File: src/design/brwt_pkg.sv
// ----------------------------------------------------------------------------
// brwt_pkg
// Shared types and codes for the beacon route and wave timer unit.
// ----------------------------------------------------------------------------
package brwt_pkg;

	// Request type codes as they arrive on req_type
	localparam logic [1:0] REQ_BEACON    = 2'd0;
	localparam logic [1:0] REQ_TICK      = 2'd1;
	localparam logic [1:0] REQ_SEND_DONE = 2'd2;

	// LED command codes carried in a beacon
	localparam logic [7:0] CODE_YELLOW_ON  = 8'd1;
	localparam logic [7:0] CODE_YELLOW_OFF = 8'd2;
	localparam logic [7:0] CODE_BLINK      = 8'd3;

	// Configuration register indexes
	localparam logic [1:0] CFG_LOCAL_ADDRESS = 2'd0;
	localparam logic [1:0] CFG_REFRESH_TICKS = 2'd1;
	localparam logic [1:0] CFG_LEVEL_LIMIT   = 2'd2;

	// Reset values
	localparam logic [7:0] POT_RESET     = 8'd72;
	localparam logic [7:0] REFRESH_RESET = 8'd16;
	localparam logic [4:0] LIMIT_RESET   = 5'd20;
	localparam logic [4:0] LIMIT_FLOOR   = 5'd2;

	// Decoded item kind
	typedef enum logic [1:0] {
		OP_BEACON,
		OP_TICK,
		OP_SEND_DONE,
		OP_NONE
	} op_kind_t;

	// Decoded LED command
	typedef enum logic [1:0] {
		LED_NONE,
		LED_YELLOW_ON,
		LED_YELLOW_OFF,
		LED_BLINK
	} led_cmd_t;

	// Blink wave phase
	typedef enum logic [1:0] {
		PHASE_IDLE,
		PHASE_RUN
	} wave_phase_t;

	// Classified item passed from the front end to the back end
	typedef struct packed {
		op_kind_t   kind;
		led_cmd_t   cmd;
		logic [15:0] sender;
		logic [7:0]  hops;
		logic [7:0]  duration;
		logic [7:0]  delay;
		logic        reverse;
		logic [7:0]  pot;
		logic        accepted;
	} op_t;

endpackage

File: src/design/brwt_front.sv
// ----------------------------------------------------------------------------
// brwt_front
// Classifies an incoming item: decodes its kind and LED command, increments
// the hop count and reduces the wave direction to one bit.
// ----------------------------------------------------------------------------
module brwt_front (
	input  logic [1:0]   req_type,
	input  logic [15:0]  sender,
	input  logic [7:0]   beacon_hops,
	input  logic [7:0]   command,
	input  logic [7:0]   led_duration,
	input  logic [7:0]   led_delay,
	input  logic [7:0]   wave_reverse,
	input  logic [7:0]   pot_request,
	input  logic         send_accepted,
	output brwt_pkg::op_t op
);
	import brwt_pkg::*;

	// Decode kind and command, build the queue entry
	always_comb begin
		op = '0;
		case (req_type)
			REQ_BEACON:    op.kind = OP_BEACON;
			REQ_TICK:      op.kind = OP_TICK;
			REQ_SEND_DONE: op.kind = OP_SEND_DONE;
			default:       op.kind = OP_NONE;
		endcase
		case (command)
			CODE_YELLOW_ON:  op.cmd = LED_YELLOW_ON;
			CODE_YELLOW_OFF: op.cmd = LED_YELLOW_OFF;
			CODE_BLINK:      op.cmd = LED_BLINK;
			default:         op.cmd = LED_NONE;
		endcase
		op.sender   = sender;
		op.hops     = beacon_hops + 8'd1;
		op.duration = led_duration;
		op.delay    = led_delay;
		op.reverse  = (wave_reverse != 8'd0);
		op.pot      = pot_request;
		op.accepted = send_accepted;
	end

endmodule

File: src/design/brwt_queue.sv
// ----------------------------------------------------------------------------
// brwt_queue
// Small FIFO of classified items between the front and back ends.
// ----------------------------------------------------------------------------
module brwt_queue #(
	parameter int DEPTH = 2
) (
	input  logic          clk,
	input  logic          arst_n,
	input  logic          push_valid,
	output logic          push_ready,
	input  brwt_pkg::op_t push_op,
	output logic          pop_valid,
	input  logic          pop_ready,
	output brwt_pkg::op_t pop_op
);
	import brwt_pkg::*;

	localparam int PTR_W = (DEPTH > 1) ? $clog2(DEPTH) : 1;
	localparam int CNT_W = $clog2(DEPTH + 1);
	localparam logic [PTR_W-1:0] LAST = PTR_W'(DEPTH - 1);
	localparam logic [CNT_W-1:0] FULL = CNT_W'(DEPTH);

	op_t              mem_q [DEPTH];
	logic [PTR_W-1:0] wr_ptr_q;
	logic [PTR_W-1:0] rd_ptr_q;
	logic [CNT_W-1:0] count_q;
	logic             push;
	logic             pop;

	assign push_ready = (count_q != FULL);
	assign pop_valid  = (count_q != '0);
	assign push       = push_valid && push_ready;
	assign pop        = pop_valid && pop_ready;
	assign pop_op     = mem_q[rd_ptr_q];

	// Write the entry at the tail
	always_ff @(posedge clk) begin
		if (push) begin
			mem_q[wr_ptr_q] <= push_op;
		end
	end

	// Advance pointers and occupancy
	always_ff @(posedge clk or negedge arst_n) begin
		if (!arst_n) begin
			wr_ptr_q <= '0;
			rd_ptr_q <= '0;
			count_q  <= '0;
		end else begin
			if (push) begin
				wr_ptr_q <= (wr_ptr_q == LAST) ? '0 : wr_ptr_q + PTR_W'(1);
			end
			if (pop) begin
				rd_ptr_q <= (rd_ptr_q == LAST) ? '0 : rd_ptr_q + PTR_W'(1);
			end
			if (push && !pop) begin
				count_q <= count_q + CNT_W'(1);
			end else if (pop && !push) begin
				count_q <= count_q - CNT_W'(1);
			end
		end
	end

endmodule

File: src/design/brwt_back.sv
// ----------------------------------------------------------------------------
// brwt_back
// Executes classified items against the route, LED, wave and pot state and
// holds the result beat in an output register.
// ----------------------------------------------------------------------------
module brwt_back (
	input  logic          clk,
	input  logic          arst_n,
	input  logic          cfg_valid,
	output logic          cfg_ready,
	input  logic [1:0]    cfg_index,
	input  logic [15:0]   cfg_data,
	input  logic          op_valid,
	output logic          op_ready,
	input  brwt_pkg::op_t op,
	output logic          out_valid,
	input  logic          out_ready,
	output logic          forward_valid,
	output logic [15:0]   forward_source,
	output logic [7:0]    forward_hops,
	output logic [15:0]   parent_address,
	output logic [4:0]    node_level,
	output logic          yellow_on,
	output logic          green_on,
	output logic          red_on,
	output logic [7:0]    pot_value,
	output logic          pot_load
);
	import brwt_pkg::*;

	// Configuration
	logic [15:0] local_address_q;
	logic [7:0]  refresh_ticks_q;
	logic [4:0]  level_limit_q;

	// Block state
	logic [7:0]  route_timer_q, route_timer_d;
	logic [15:0] parent_q, parent_d;
	logic [4:0]  level_q, level_d;
	wave_phase_t phase_q, phase_d;
	logic [12:0] delay_q, delay_d;
	logic [7:0]  duration_q, duration_d;
	logic [3:0]  heartbeat_q, heartbeat_d;
	logic        pending_q, pending_d;
	logic        yellow_q, yellow_d;
	logic        green_q, green_d;
	logic [7:0]  pot_q, pot_d;

	// Output register
	logic        out_valid_q;
	logic        fwd_valid_q, fwd_valid_d;
	logic [15:0] fwd_source_q, fwd_source_d;
	logic [7:0]  fwd_hops_q, fwd_hops_d;
	logic        pot_load_q, pot_load_d;

	logic        fire;
	logic        adopt;
	logic        start_wave;
	logic [4:0]  limit;
	logic [4:0]  top_level;
	logic [4:0]  new_level;
	logic [4:0]  wave_factor;
	logic [12:0] wave_delay;

	assign cfg_ready = 1'b1;
	assign op_ready  = !out_valid_q || out_ready;
	assign fire      = op_valid && op_ready;

	// Adopt a beacon only when the route has expired
	assign adopt      = fire && (op.kind == OP_BEACON) && (route_timer_q == 8'd0);
	assign start_wave = adopt && (op.cmd == LED_BLINK) && (phase_q == PHASE_IDLE);

	// Level saturation and wave delay
	assign limit       = (level_limit_q < LIMIT_FLOOR) ? LIMIT_FLOOR : level_limit_q;
	assign top_level   = limit - 5'd1;
	assign new_level   = (op.hops >= {3'd0, top_level}) ? top_level : op.hops[4:0];
	assign wave_factor = op.reverse ? (limit - new_level) : new_level;
	assign wave_delay  = 13'(op.delay) * 13'(wave_factor);

	// Next wave phase
	always_comb begin
		phase_d = phase_q;
		if (start_wave) begin
			phase_d = PHASE_RUN;
		end else if (fire && op.kind == OP_TICK && phase_q == PHASE_RUN
			&& delay_q == 13'd0 && duration_q == 8'd1) begin
			phase_d = PHASE_IDLE;
		end
	end

	// Next datapath state and result fields
	always_comb begin
		route_timer_d = route_timer_q;
		parent_d      = parent_q;
		level_d       = level_q;
		delay_d       = delay_q;
		duration_d    = duration_q;
		heartbeat_d   = heartbeat_q;
		pending_d     = pending_q;
		yellow_d      = yellow_q;
		green_d       = green_q;
		pot_d         = pot_q;
		fwd_valid_d   = 1'b0;
		fwd_source_d  = '0;
		fwd_hops_d    = '0;
		pot_load_d    = 1'b0;
		if (adopt) begin
			case (op.cmd)
				LED_YELLOW_ON:  yellow_d = 1'b1;
				LED_YELLOW_OFF: yellow_d = 1'b0;
				LED_BLINK:      if (phase_q == PHASE_IDLE) yellow_d = 1'b1;
				default:        yellow_d = yellow_q;
			endcase
			parent_d      = op.sender;
			level_d       = new_level;
			route_timer_d = refresh_ticks_q;
			if (start_wave) begin
				delay_d    = wave_delay;
				duration_d = op.duration;
			end
			if (op.pot != pot_q) begin
				pot_d      = op.pot;
				pot_load_d = 1'b1;
			end
			if (!pending_q) begin
				pending_d = op.accepted;
				if (op.accepted) begin
					fwd_valid_d  = 1'b1;
					fwd_source_d = local_address_q;
					fwd_hops_d   = op.hops;
				end
			end
		end else if (fire && op.kind == OP_TICK) begin
			heartbeat_d = heartbeat_q + 4'd1;
			if (phase_q == PHASE_RUN) begin
				if (delay_q != 13'd0) begin
					delay_d = delay_q - 13'd1;
					if (delay_q == 13'd1) green_d = 1'b1;
				end else if (duration_q != 8'd0) begin
					duration_d = duration_q - 8'd1;
					if (duration_q == 8'd1) green_d = 1'b0;
				end
			end
			if (route_timer_q != 8'd0) begin
				route_timer_d = route_timer_q - 8'd1;
			end
		end else if (fire && op.kind == OP_SEND_DONE) begin
			pending_d = 1'b0;
		end
	end

	// Take configuration writes
	always_ff @(posedge clk or negedge arst_n) begin
		if (!arst_n) begin
			local_address_q <= '0;
			refresh_ticks_q <= REFRESH_RESET;
			level_limit_q   <= LIMIT_RESET;
		end else if (cfg_valid) begin
			case (cfg_index)
				CFG_LOCAL_ADDRESS: local_address_q <= cfg_data;
				CFG_REFRESH_TICKS: refresh_ticks_q <= cfg_data[7:0];
				CFG_LEVEL_LIMIT:   level_limit_q   <= cfg_data[4:0];
				default:           local_address_q <= local_address_q;
			endcase
		end
	end

	// Update state on each executed item
	always_ff @(posedge clk or negedge arst_n) begin
		if (!arst_n) begin
			route_timer_q <= '0;
			parent_q      <= '0;
			level_q       <= '0;
			phase_q       <= PHASE_IDLE;
			delay_q       <= '0;
			duration_q    <= '0;
			heartbeat_q   <= '0;
			pending_q     <= 1'b0;
			yellow_q      <= 1'b0;
			green_q       <= 1'b0;
			pot_q         <= POT_RESET;
		end else if (fire) begin
			route_timer_q <= route_timer_d;
			parent_q      <= parent_d;
			level_q       <= level_d;
			phase_q       <= phase_d;
			delay_q       <= delay_d;
			duration_q    <= duration_d;
			heartbeat_q   <= heartbeat_d;
			pending_q     <= pending_d;
			yellow_q      <= yellow_d;
			green_q       <= green_d;
			pot_q         <= pot_d;
		end
	end

	// Hold the result beat until taken
	always_ff @(posedge clk or negedge arst_n) begin
		if (!arst_n) begin
			out_valid_q <= 1'b0;
		end else if (fire) begin
			out_valid_q <= 1'b1;
		end else if (out_ready) begin
			out_valid_q <= 1'b0;
		end
	end

	always_ff @(posedge clk) begin
		if (fire) begin
			fwd_valid_q  <= fwd_valid_d;
			fwd_source_q <= fwd_source_d;
			fwd_hops_q   <= fwd_hops_d;
			pot_load_q   <= pot_load_d;
		end
	end

	// State fields hold still while a beat waits, so read them directly
	assign out_valid      = out_valid_q;
	assign forward_valid  = fwd_valid_q;
	assign forward_source = fwd_source_q;
	assign forward_hops   = fwd_hops_q;
	assign pot_load       = pot_load_q;
	assign parent_address = parent_q;
	assign node_level     = level_q;
	assign yellow_on      = yellow_q;
	assign green_on       = green_q;
	assign red_on         = ~heartbeat_q[3];
	assign pot_value      = pot_q;

endmodule

File: src/design/beacon_route_and_wave_timer_unit.sv
// ----------------------------------------------------------------------------
// beacon_route_and_wave_timer_unit
// Route beacon handler with heartbeat and green blink-wave timer.
// ----------------------------------------------------------------------------
// Usage:
//   Input channel (in_valid/in_ready) takes one item per beat: a beacon, a
//   timer tick or a send-done event. Output channel (out_valid/out_ready)
//   returns exactly one result beat per item, in order.
//   Configuration channel (cfg_valid/cfg_ready, cfg_index, cfg_data) is
//   always ready; write it only while no item is in flight.
//   Path: an accepted item is written into the queue register, and the
//   execute stage then loads its result into the output register, which
//   presents the result beat.
//   Throughput: one item per cycle while the receiver takes each beat; the
//   execute stage does all state updates plus one 8x5 multiply for the wave
//   delay. A stalled receiver holds the result beat; the queue keeps absorbing
//   items until it fills (QUEUE_DEPTH entries), then in_ready drops.
//   Reset clears route, level, yellow and green LEDs, counters and queue;
//   pot returns to 72, refresh to 16 ticks and level limit to 20.
// ----------------------------------------------------------------------------
module beacon_route_and_wave_timer_unit #(
	parameter int QUEUE_DEPTH = 2
) (
	input  logic        clk,
	input  logic        arst_n,
	input  logic        cfg_valid,
	output logic        cfg_ready,
	input  logic [1:0]  cfg_index,
	input  logic [15:0] cfg_data,
	input  logic        in_valid,
	output logic        in_ready,
	input  logic [1:0]  req_type,
	input  logic [15:0] sender,
	input  logic [7:0]  beacon_hops,
	input  logic [7:0]  command,
	input  logic [7:0]  led_duration,
	input  logic [7:0]  led_delay,
	input  logic [7:0]  wave_reverse,
	input  logic [7:0]  pot_request,
	input  logic        send_accepted,
	output logic        out_valid,
	input  logic        out_ready,
	output logic        forward_valid,
	output logic [15:0] forward_source,
	output logic [7:0]  forward_hops,
	output logic [15:0] parent_address,
	output logic [4:0]  node_level,
	output logic        yellow_on,
	output logic        green_on,
	output logic        red_on,
	output logic [7:0]  pot_value,
	output logic        pot_load
);
	import brwt_pkg::*;

	op_t  front_op;
	op_t  back_op;
	logic back_valid;
	logic back_ready;

	// Classify incoming items
	brwt_front u_front (
		.req_type      (req_type),
		.sender        (sender),
		.beacon_hops   (beacon_hops),
		.command       (command),
		.led_duration  (led_duration),
		.led_delay     (led_delay),
		.wave_reverse  (wave_reverse),
		.pot_request   (pot_request),
		.send_accepted (send_accepted),
		.op            (front_op)
	);

	// Decouple front and back
	brwt_queue #(
		.DEPTH (QUEUE_DEPTH)
	) u_queue (
		.clk        (clk),
		.arst_n     (arst_n),
		.push_valid (in_valid),
		.push_ready (in_ready),
		.push_op    (front_op),
		.pop_valid  (back_valid),
		.pop_ready  (back_ready),
		.pop_op     (back_op)
	);

	// Execute items and drive results
	brwt_back u_back (
		.clk            (clk),
		.arst_n         (arst_n),
		.cfg_valid      (cfg_valid),
		.cfg_ready      (cfg_ready),
		.cfg_index      (cfg_index),
		.cfg_data       (cfg_data),
		.op_valid       (back_valid),
		.op_ready       (back_ready),
		.op             (back_op),
		.out_valid      (out_valid),
		.out_ready      (out_ready),
		.forward_valid  (forward_valid),
		.forward_source (forward_source),
		.forward_hops   (forward_hops),
		.parent_address (parent_address),
		.node_level     (node_level),
		.yellow_on      (yellow_on),
		.green_on       (green_on),
		.red_on         (red_on),
		.pot_value      (pot_value),
		.pot_load       (pot_load)
	);

endmodule

File: config.mk
export PLATFORM = sky130hd
export DESIGN_NAME = beacon_route_and_wave_timer_unit
export DESIGN_NICKNAME = d
export VERILOG_FILES = /design/src/design/brwt_pkg.sv /design/src/design/brwt_front.sv /design/src/design/brwt_queue.sv /design/src/design/brwt_back.sv /design/src/design/beacon_route_and_wave_timer_unit.sv
export SDC_FILE = /design/constraint.sdc
export NUM_CORES = 1
export LEC_CHECK = 0
export BUFFER_PORTS_ARGS = -buffer_cell sky130_fd_sc_hd__buf_2
export CAP_MARGIN = 10
export CORE_MARGIN = 4
export CORE_UTILIZATION = 60
export CTS_BUF_LIST = sky130_fd_sc_hd__clkbuf_4
export DETAILED_ROUTE_END_ITERATION = 7
export PLACE_DENSITY = 0.91
export SYNTH_ARGS = -nofsm -noshare
export SYNTH_HDL_FRONTEND = slang
export SYNTH_HIERARCHICAL = 1
export SYNTH_SLANG_ARGS = --single-unit
File: constraint.sdc
create_clock -name clk -period 20.6 [get_ports clk]
set_input_delay 2.06 -clock clk [delete_from_list [all_inputs] [get_ports clk]]
set_output_delay 2.06 -clock clk [all_outputs]
set_load 0.005 [all_outputs]
==> results of run 1 <==
[layer usage]
metal	routed length (um)	share of wire (%)
met1	10000	41
met2	12700	52
met3	1460	5.9
met4	421	1.7
met5	20	0.081
[synthesized netlist by cell type (all sizes together) (3+ instances only)]
cell type  number  area [sq um]
xnor2          26           228
and3           13          86.3
nor4            8          56.3
dfrtp          95          2380
buf            56           468
a21boi          6          45.1
clkbuf         18          68.8
nor2           37           139
or2             4          25.0
ha             36           450
a21o            3          22.5
nand2         127           477
fa             18           360
edfxtp        134          4020
nand2b          5          31.3
a31oi           5          31.3
a221o           3          30.0
o41ai           3          26.3
a22o            5          43.8
a21oi          29           160
and2           32           200
mux2i           7          73.8
nor3           17          90.1
mux2           87          1170
nor2b          13          81.3
nand3b          6          45.0
o21ai          41           209
or3             5          36.3
xor2           12           113
inv            43           161
nand3          17          85.1
nor3b           3          22.5
o2bb2ai         4          35.0
dfstp           5           131
nand4           5          31.3
o22ai           5          31.3
[cell type report]
cell class                 count  area [sq um]
timing repair buffer         157           808
tap                          265           332
fill                        1388          6220
sequential                   234          6540
clock inverter                21          88.8
inverter                      44           165
antenna                        1          2.50
clock buffer                  89           668
multi-input combinational    609          4700
[path summary, 6_finish.rpt]
check | cells past startpoint | from | end | slack, ns
setup / recovery | 29 | u_back/level_limit_q[2] | u_back/delay_q[12] | 12.66
hold / removal | 2 | u_back/pot_value[6] | u_back/pot_value[6] | 0.47
setup reg to reg | 29 | u_back/level_limit_q[2] | u_back/delay_q[12] | 12.66
hold reg to reg | 2 | u_back/pot_value[6] | u_back/pot_value[6] | 0.47
max in group asynchronous | 2 | arst_n | u_queue/rd_ptr_q | 17.88
min in group asynchronous | 1 | arst_n | u_back/node_level[3] | 1.26
[cells by family (layout without fill, tap and decap cells)]
group                    after synthesis  after routing  synth area share (%)
other                                  1              2                0.0315
multiplexers                          94             94                  10.4
XOR/XNOR                              38             38                  2.86
adder cells (fa/ha/maj)               55             55                  6.90
flip-flops                           234            234                  54.8
AO/OA/AOI/OAI                        120            120                  6.62
buffers and inverters                118            311                  5.89
AND/OR/NAND/NOR                      301            301                  12.5
[sequential cells by signal, summed over array words and instances (netlist names), 2 cells and up]
name,count
u_back/forward_source,16
u_back/refresh_ticks_q,8
u_back/node_level,5
u_back/parent_address,16
u_back/duration_q,8
u_back/level_limit_q,5
u_back/local_address_q,16
u_back/delay_q,13
u_back/heartbeat_q,4
u_back/route_timer_q,8
u_back/forward_hops,8
u_back/pot_value,8
u_queue/mem_q,108
u_queue/count_q,2
[metrics by stage]
stage / total power, mW / utilization (%) / std cells / hold WS, ns / area (sq um)
after floorplan: 1.64 / - / 961 / 0.433 / 11900
after global placement: 1.85 / 64.3 / 1309 / 0.457 / 12500
after detailed placement: 1.89 / 64.3 / 1309 / 0.457 / 12500
after CTS: 2.29 / 68.1 / 1419 / 0.476 / 13300
after global routing: 2.49 / 68.1 / 1420 / 0.498 / 13300
final: 2.28 / 68.1 / 1420 / 0.474 / 13300
[critical path, delay by kind of cell, from the launching register on]
family                   cells  cell delay (ns)
adder cells (fa/ha/maj)      7             2.76
AO/OA/AOI/OAI               11             2.48
AND/OR/NAND/NOR              6             1.01
flip-flops                   1             0.62
XOR/XNOR                     3             0.50
multiplexers                 1             0.43
buffers and inverters        1             0.05
[power breakdown]
part	switching, mW	total, mW	internal (mW)
combinational	0.650	1.19	0.538
clock	0.185	0.384	0.199
sequential	0.0741	0.710	0.636
==> metrics.md, run 1 <==
| Metric | Value |
|---|---|
| Setup violators final | 0 |
| Synth Register Bits | 234 |
| FMAX | 0.126 GHz |
| Crit path time final | 7.94 ns |
| H-tree Lvls | 2 |
| Worst Max-Slew Pin Slew | 1.13 ns |
| Rows | 51 |
| Largest net degree at the start of global routing | 81 |
| Hold_buf cts | 0 |
| CTS tree | done |
| Post-CTS sizing | 0 |
| Gate Count Post-Synth | 961 |
| Clk root buf | clkbuf_4 |
| Post-CTS Setup Inserts | 0 |
| Vias in the first global route | 8238 |
| PnR worst setup slack | 12.66 ns |
| Initial antenna violation count | 3 |
| Worst-path fanout max | 10 |
| Port buffer count | 149 |
| EDFF count, synth | 134 |
| TritonRoute pass-1 iters | 4 |
| Avg WL per Cell | 17.3 um |
| Crit path DAT | 8.52 ns |
| Routed wire length | 24.6 mm |
| Status | finished clean |
| Final Hold Fails | 0 |
| Num CTS Buffers | 58 |
| RePlAce Congestion | 0.930 |
| Syn Nets | 1105 |
| Core area | 19500 sq um |
| Max-Cap Viols | 0 |
| GRT overflow | 0 |
| DRC Markers | 0 |
| # clock sinks | 234 |
| Starting Density | 61.0% |
| Leading cell type in the layout, fill and taps excluded | buf_2 |
| Leak | 5.91 nW |
| Detail-routed via count per cell | 5.47 |
| Nets | 1248 |
| Critical path required time | 21.18 ns |
| # IOs | 151 |
| Routed via count | 7761 |
| Post-synthesis sequential area ratio | 54.8% |
| RSZ-0062 raised after global routing | no |
| HPWL after DPL | 16.9 mm |
| Rel. slew slack | 24.9% |
| Routed Antenna Nets | 0 |
| Area Overhead vs Synth | 11.7% |
| Dominant synthesized flop cell | edfxtp_1 |
| Crit Path Class | reg -> reg |
| Post-synthesis cell type count | 78 |
| Total GRT Usage | 22.5% |
| Routing usage on met3 | 5.44% |
| Chip height | 149 um |
| Yosys warning count | 6 |
| Async set-or-reset flop fraction in the synthesized netlist | 42.7% |
| Syn avg cell area | 12.4 sq um |
| CTS max path bufs | 3 |
| Peak VDD IR | 125 uV |
| Crit share post-route | 38.6% |
| Met2 Usage GRT | 38.9% |
| Setup WS pre-CTS | 12.79 ns |
| Synthesized area | 11900 sq um |
| Clock Skew | 0.0287 ns |
| Critical path's largest stage delay | 0.62 ns |
| Routing usage on met1 | 28.1% |
| Clock transition at path regs | 0.07 ns |
| Most frequent cells in the layout | buf_2 (148), edfxtp_1 (134), nand2_1 (127) |
| Pwr dens | 171 nW/um^2 |
| Startpoint Class | flop |
| Clock latency at the later pin of the worst-skew pair | 0.67 ns |
| Initial DRC Count | 457 |
| CP endpoint kind | flop |
| Die Wd | 149 um |
| Final slew viol count | 0 |
| Hold crit path type | reg -> reg |
| Gr busiest metal | met2 |
| Layout cell share with drive strength beyond 1 | 32.1% |
| Global-route wire length before repair | 40.1 mm |
| Critical path's slowest cell | dfstp_2 |
| Die footprint | 22200 sq um |
| Fin Setup TNS | 0 ns |
(Power assumes the default switching activity.)
==> run 2, diff against run 1 <==
==> constraint.sdc (replaced) <==
create_clock -name clk -period 7.44 [get_ports clk]
set_input_delay 0.744 -clock clk [delete_from_list [all_inputs] [get_ports clk]]
set_output_delay 0.744 -clock clk [all_outputs]
set_load 0.005 [all_outputs]
==> run 2 against run 1 <==
Net effect:
- die area is the same
- sequential cell count unchanged
- count of clock-buffer cells in the layout grew 1
- critical path type unchanged
- register-to-register slack worse by 13 ns
- total power rose to 3.1 times the previous value
==> metrics.md, run 2 (synthesis gave the netlist of run 1 again) <==
| Metric | Value |
|---|---|
| Status | finished clean |
| Total GRT Usage | 23.1% (+0.56 points) |
| Sequential cell area | 6540 sq um (unchanged) |
| Dpl cell area | 12600 sq um (+0.60%) |
| CP endpoint kind | flop |
| Layout cell share with drive strength beyond 1 | 34.9% (+2.8 points) |
| Routed Antenna Nets | 0 (unchanged) |
| CTS tree | done |
| Non-Filler Instances | 1442 (+1.5%) |
| Clock latency at the later pin of the worst-skew pair | 0.70 ns (+0.03 ns) |
| Final slew viol count | 0 (unchanged) |
| Setup WS pre-CTS | -0.275 ns (-13.06 ns) |
| Most frequent cells in the layout | buf_2 (148), edfxtp_1 (134), nand2_1 (126) |
| Rel. slew slack | 25.9% (+1.0 points) |
| Seq pwr share | 27.6% (-3.5 points) |
| GRT overflow | 0 (unchanged) |
| Max-Cap Viols | 0 (unchanged) |
| Final Hold Fails | 0 (unchanged) |
| Setup violators final | 0 (unchanged) |
| CTS max path bufs | 3 (unchanged) |
| Pwr dens | 516 nW/um^2 (+200%) |
| Critical path's largest stage delay | 0.60 ns (-0.02 ns) |
| Area Overhead vs Synth | 14.9% |
| HPWL after DPL | 17.3 mm (+1.9%) |
| H-tree Lvls | 2 (unchanged) |
| Vias in the first global route | 8328 (+1.1%) |
| Die Wd | 149 um (unchanged) |
| Global-route wire length before repair | 41.0 mm (+2.3%) |
| Fill count | 1318 (-5.0%) |
| Startpoint Class | flop |
| Critical path required time | 7.99 ns (-13.19 ns) |
| DRC Markers | 0 (unchanged) |
| Routed via count | 8032 (+3.5%) |
| Footprint of the multi-input gates | 4870 sq um (+3.5%) |
| Nets | 1270 (+1.8%) |
| Placed insts | 1319 (+0.76%) |
| Crit share post-route | 99.2% (+61 points) |
| Clk root buf | clkbuf_4 |
| Largest net degree at the start of global routing | 75 (-7.4%) |
| Rows | 51 (unchanged) |
| NetSw | 2.84 mW (+210%) |
| Clock transition at path regs | 0.08 ns (about the same) |
| Largest Register | u_queue/mem_q |
| Starting Density | 61.0% (unchanged) |
| Final Total Pwr | 7.07 mW (+210%) |
| Leading cell type in the layout, fill and taps excluded | buf_2 |
| Initial antenna violation count | 3 (unchanged) |
| Die footprint | 22200 sq um (unchanged) |
| PnR worst setup slack | 0.0616 ns (-12.59 ns) |
| Max FFs per register | 108 (unchanged) |
| Crit path time final | 7.38 ns (-0.565 ns) |
| TritonRoute pass-1 iters | 5 (+1) |
| FMAX | 0.136 GHz (+7.7%) |
| Comb power frac | 56.1% (+4.0 points) |
| Num CTS Buffers | 59 (+1.7%) |
| Hold crit path type | in -> reg |
| Flop-to-flop setup slack | 0.06 ns (-12.59 ns) |
| Routed wire length | 26.1 mm (+6.3%) |
| Detail-routed via count per cell | 5.57 (+1.9%) |
| Avg WL per Cell | 18.1 um (+4.7%) |
| # IOs | 151 (unchanged) |
| Clock Skew | 0.0447 ns (+0.0160 ns) |
| Critical path's slowest cell | dfstp_2 |
| Worst Max-Slew Pin Slew | 1.11 ns (-0.0150 ns) |
| Worst-path fanout max | 7 (-3) |
| Internal power | 4.23 mW (+210%) |
| # clock sinks | 234 (unchanged) |
| RePlAce Congestion | 0.907 (-2.5%) |
| Switching Share | 40.2% (+0.36 points) |
| Clock Power Share | 16.3% (-0.5 points) |
| Port buffer count | 149 (unchanged) |
| Initial DRC Count | 476 (+4.2%) |
| Leak | 6.07 nW (+2.7%) |
| Crit Path Class | reg -> reg |
| Chip height | 149 um (unchanged) |
| Peak VDD IR | 548 uV (+340%) |
| Post-route cell area | 13700 sq um (+2.9%) |
| Core area | 19500 sq um (unchanged) |
| Crit path DAT | 7.93 ns (-0.59 ns) |
-- run 2: what timing repair did --
action | in CTS | in global routing
hold buffers | 1 | 0
resized for setup | 4 | 23
setup buffers | 0 | 9
endpoints found under the hold margin | 24 | 0
pin swaps | 0 | 26
setup endpoints to repair | 3 | 6
-- run 2: final timing paths --
kind	start	end	depth (start not counted)
min in group asynchronous	arst_n	u_back/local_address_q[8]	2
max in group asynchronous	arst_n	u_queue/rd_ptr_q	3
hold reg to reg	u_back/node_level[2]	u_back/node_level[2]	2
setup / recovery	u_back/level_limit_q[4]	u_back/delay_q[10]	30
hold / removal	send_accepted	u_queue/mem_q[1][0]	1
setup reg to reg	u_back/level_limit_q[4]	u_back/delay_q[10]	30
-- run 2: area by class of cell --
type | count | area share, %
sequential | 234 | 47.7
antenna | 1 | 0.0183
multi-input combinational | 609 | 35.6
clock inverter | 21 | 1.02
inverter | 44 | 1.21
clock buffer | 90 | 4.93
timing repair buffer | 178 | 7.10
tap | 265 | 2.42
-- run 2: metrics by stage --
| step | setup TNS (ns) | util, % | hold slack, ns |
|---|---|---|---|
| detailed placement | -0.623 | 64.6 | 0.462 |
| global placement | 0 | 64.6 | 0.452 |
| global route | -0.719 | 70.1 | 0.187 |
| floorplan | 0 | - | 0.433 |
| finish | 0 | 70.1 | 0.233 |
| CTS | 0 | 69.0 | 0.175 |
-- run 2: power groups by stage --
stage	combinational (mW)	clock [mW]	sequential, mW
final	3.97	1.15	1.95
after floorplan	2.60	0	1.93
after detailed placement	3.33	0	1.97
after global routing	4.35	1.25	1.98
after global placement	3.22	0	1.94
after CTS	3.45	1.18	1.95
-- run 2: critical path: cells and delay by family (launching register included) --
family,cells,cell delay [ns]
fa+ha+maj,7,2.75
compound gates,10,1.97
simple gates,7,1.09
flops,1,0.60
buf+inv,4,0.53
xor+xnor,2,0.31
-- run 2: metal layers --
metal | track usage [%] | vias up | share of wire, %
met3 | 6.81 | 45 | 8.1
met4 | 7.46 | 4 | 1.5
met1 | 28.2 | 3934 | 39
met2 | 39.5 | 326 | 52
li1 | - | 3723 | -
met5 | 0 | - | 0.054
==> run 3, diff against run 2 <==
--- a/config.mk
+++ b/config.mk
@@ -11,7 +11,9 @@
 export CORE_UTILIZATION = 60
 export CTS_BUF_LIST = sky130_fd_sc_hd__clkbuf_4
 export DETAILED_ROUTE_END_ITERATION = 7
+export GPL_TIMING_DRIVEN = 0
 export PLACE_DENSITY = 0.91
+export SKIP_CTS_REPAIR_TIMING = 1
 export SYNTH_ARGS = -nofsm -noshare
 export SYNTH_HDL_FRONTEND = slang
 export SYNTH_HIERARCHICAL = 1
==> run 3 against run 2 <==
Net effect:
- the run now ends with negative setup slack left
- clock skew up 0.017 ns
- highest routed layer is now met4
- critical path depth did not move
- sequential cell count did not move
- utilization grew 1.9 points
- first-iteration DRC count is 16% higher
- maximum frequency is 1.8% lower
- cell area grew 2.7%
- count of clock-buffer cells in the layout fell by 3
==> metrics.md, run 3 (synthesis gave the netlist of run 1 again) <==
| Metric | Value |
|---|---|
| Status | finished with violations |
| Failing checks | negative setup slack |
| Die footprint | 22200 sq um (unchanged) |
| Largest Register | u_queue/mem_q |
| Clock Power Share | 14.8% (-1.5 points) |
| Starting Density | 61.0% (unchanged) |
| Core area | 19500 sq um (unchanged) |
| Max-Cap Viols | 0 (unchanged) |
| Critical path's largest stage delay | 0.54 ns (-0.06 ns) |
| Rows | 51 (unchanged) |
| Crit Path Class | reg -> reg |
| Routed wire length | 27.8 mm (+6.3%) |
| CP dominant cell by count | fa_1 |
| Most frequent cells in the layout | edfxtp_1 (134), nand2_1 (126), buf_2 (108) |
| Initial antenna violation count | 1 (-2) |
| Crit share post-route | 101% (+1.9 points) |
| Routed Antenna Nets | 0 (unchanged) |
| Internal power | 4.37 mW (+3.5%) |
| H-tree Lvls | 2 (unchanged) |
| Largest net degree at the start of global routing | 69 (-8.0%) |
| Global-route wire length before repair | 41.5 mm (+1.2%) |
| Layout cell share with drive strength beyond 1 | 35.3% (+0.39 points) |
| Vias in the first global route | 8431 (+1.2%) |
| Num CTS Buffers | 57 (-3.4%) |
| Total GRT Usage | 23.4% (+0.31 points) |
| TritonRoute pass-1 iters | 5 (unchanged) |
| Final Total Pwr | 7.32 mW (+3.6%) |
| NetSw | 2.95 mW (+3.9%) |
| Initial DRC Count | 554 (+16%) |
| Clk root buf | clkbuf_4 |
| Max FFs per register | 108 (unchanged) |
| Footprint of the multi-input gates | 4950 sq um (+1.7%) |
| Switching Share | 40.3% (+0.079 points) |
| Area Overhead vs Synth | 18.0% |
| DRC Markers | 0 (unchanged) |
| PnR worst setup slack | -0.0761 ns (-0.138 ns) |
| Worst Max-Slew Pin Slew | 1.20 ns (+0.0936 ns) |
| # clock sinks | 234 (unchanged) |
| Crit path time final | 7.52 ns (+0.138 ns) |
| GRT overflow | 0 (unchanged) |
| Leading cell type in the layout, fill and taps excluded | edfxtp_1 |
| Leak | 6.19 nW (+2.0%) |
| Clock Skew | 0.0618 ns (+0.0171 ns) |
| Final slew viol count | 0 (unchanged) |
| Comb power frac | 58.7% (+2.6 points) |
| # IOs | 151 (unchanged) |
| Detail-routed via count per cell | 5.66 (+1.6%) |
| Rel. slew slack | 19.7% (-6.2 points) |
| HPWL after DPL | 18.2 mm (+5.2%) |
| Sequential cell area | 6530 sq um (about the same) |
| CTS tree | done |
| Startpoint Class | flop |
| Routed via count | 8282 (+3.1%) |
| CTS max path bufs | 3 (unchanged) |
| Nets | 1295 (+2.0%) |
| Avg WL per Cell | 19.0 um (+4.8%) |
| Pwr dens | 521 nW/um^2 (+0.93%) |
| Clock transition at path regs | 0.07 ns (about the same) |
| Hold crit path type | in -> async |
| Port buffer count | 106 (-29%) |
| Clock latency at the later pin of the worst-skew pair | 0.69 ns (about the same) |
| FMAX | 0.133 GHz (-1.8%) |
| Chip height | 149 um (unchanged) |
| Worst hold slack | 0.0173 ns (-0.215 ns) |
| Fin Setup TNS | -0.139 ns (-0.139 ns) |
| RePlAce Congestion | 0.926 (+2.2%) |
| Fill count | 1247 (-5.4%) |
| Die Wd | 149 um (unchanged) |
| Setup violators final | 3 (+3) |
| Setup WS pre-CTS | -0.689 ns (-0.414 ns) |
| Seq pwr share | 26.5% (-1.1 points) |
| Worst-path fanout max | 5 (-2) |
| Crit path DAT | 8.06 ns (+0.13 ns) |
| Peak VDD IR | 531 uV (-3.1%) |
| CP endpoint kind | flop |
| Final Hold Fails | 0 (unchanged) |
| Post-route core utilization | 72.0% (+1.9 points) |
| Critical path required time | 7.98 ns (about the same) |
| Critical path's slowest cell | dfstp_2 |
==> run 3: final cells by class <==
cell class | count | area share, %
timing repair buffer | 132 | 5.53
antenna | 1 | 0.0178
inverter | 44 | 1.17
buffer | 73 | 3.87
clock buffer | 87 | 4.64
sequential | 234 | 46.5
multi-input combinational | 609 | 35.2
tap | 265 | 2.36
clock inverter | 18 | 0.739
==> run 3: metrics by stage <==
step                cell area (sq um)  cells
finish                          14100   1463
global placement                12800   1332
CTS                             13600   1440
detailed placement              12900   1335
floorplan                       11900    961
global route                    14100   1463
==> run 3: worst paths after layout <==
check | end | startpoint | slack, ns | cells past startpoint
setup / recovery | u_back/delay_q[10] | u_back/level_limit_q[2] | -0.08 | 30
hold / removal | u_back/local_address_q[0] | arst_n | 0.02 | 1
setup reg to reg | u_back/delay_q[10] | u_back/level_limit_q[2] | -0.08 | 30
hold reg to reg | u_back/heartbeat_q[2] | u_back/heartbeat_q[2] | 0.47 | 1
max in group asynchronous | u_back/refresh_ticks_q[4] | arst_n | 6.67 | 2
min in group clk | u_queue/mem_q[0][7] | pot_request[6] | 0.23 | 1
==> run 3: worst max-delay path, delay by kind of cell, from the launching register on <==
family,cells,cell delay [ns]
fa+ha+maj,7,2.70
compound gates,9,1.67
simple gates,5,0.92
xor+xnor,4,0.76
flops,1,0.54
buf+inv,4,0.41
mux,1,0.36
==> run 3: power by group through the flow <==
stage / registers [mW] / logic (mW) / clock network, mW
6_report: 1.94 / 4.30 / 1.08
5_1_grt: 1.97 / 4.70 / 1.18
4_1_cts: 1.93 / 3.42 / 1.11
3_5_place_dp: 1.95 / 3.37 / 0
3_3_place_gp: 1.95 / 3.25 / 0
2_1_floorplan: 1.93 / 2.60 / 0
==> run 3: metal layers <==
metal	vias up	wire [um]	GRT usage, %
li1	3767	-	-
met1	4036	10500	28.7
met5	-	0	0
met4	0	797	8.28
met2	405	14200	40.5
met3	74	2240	5.71
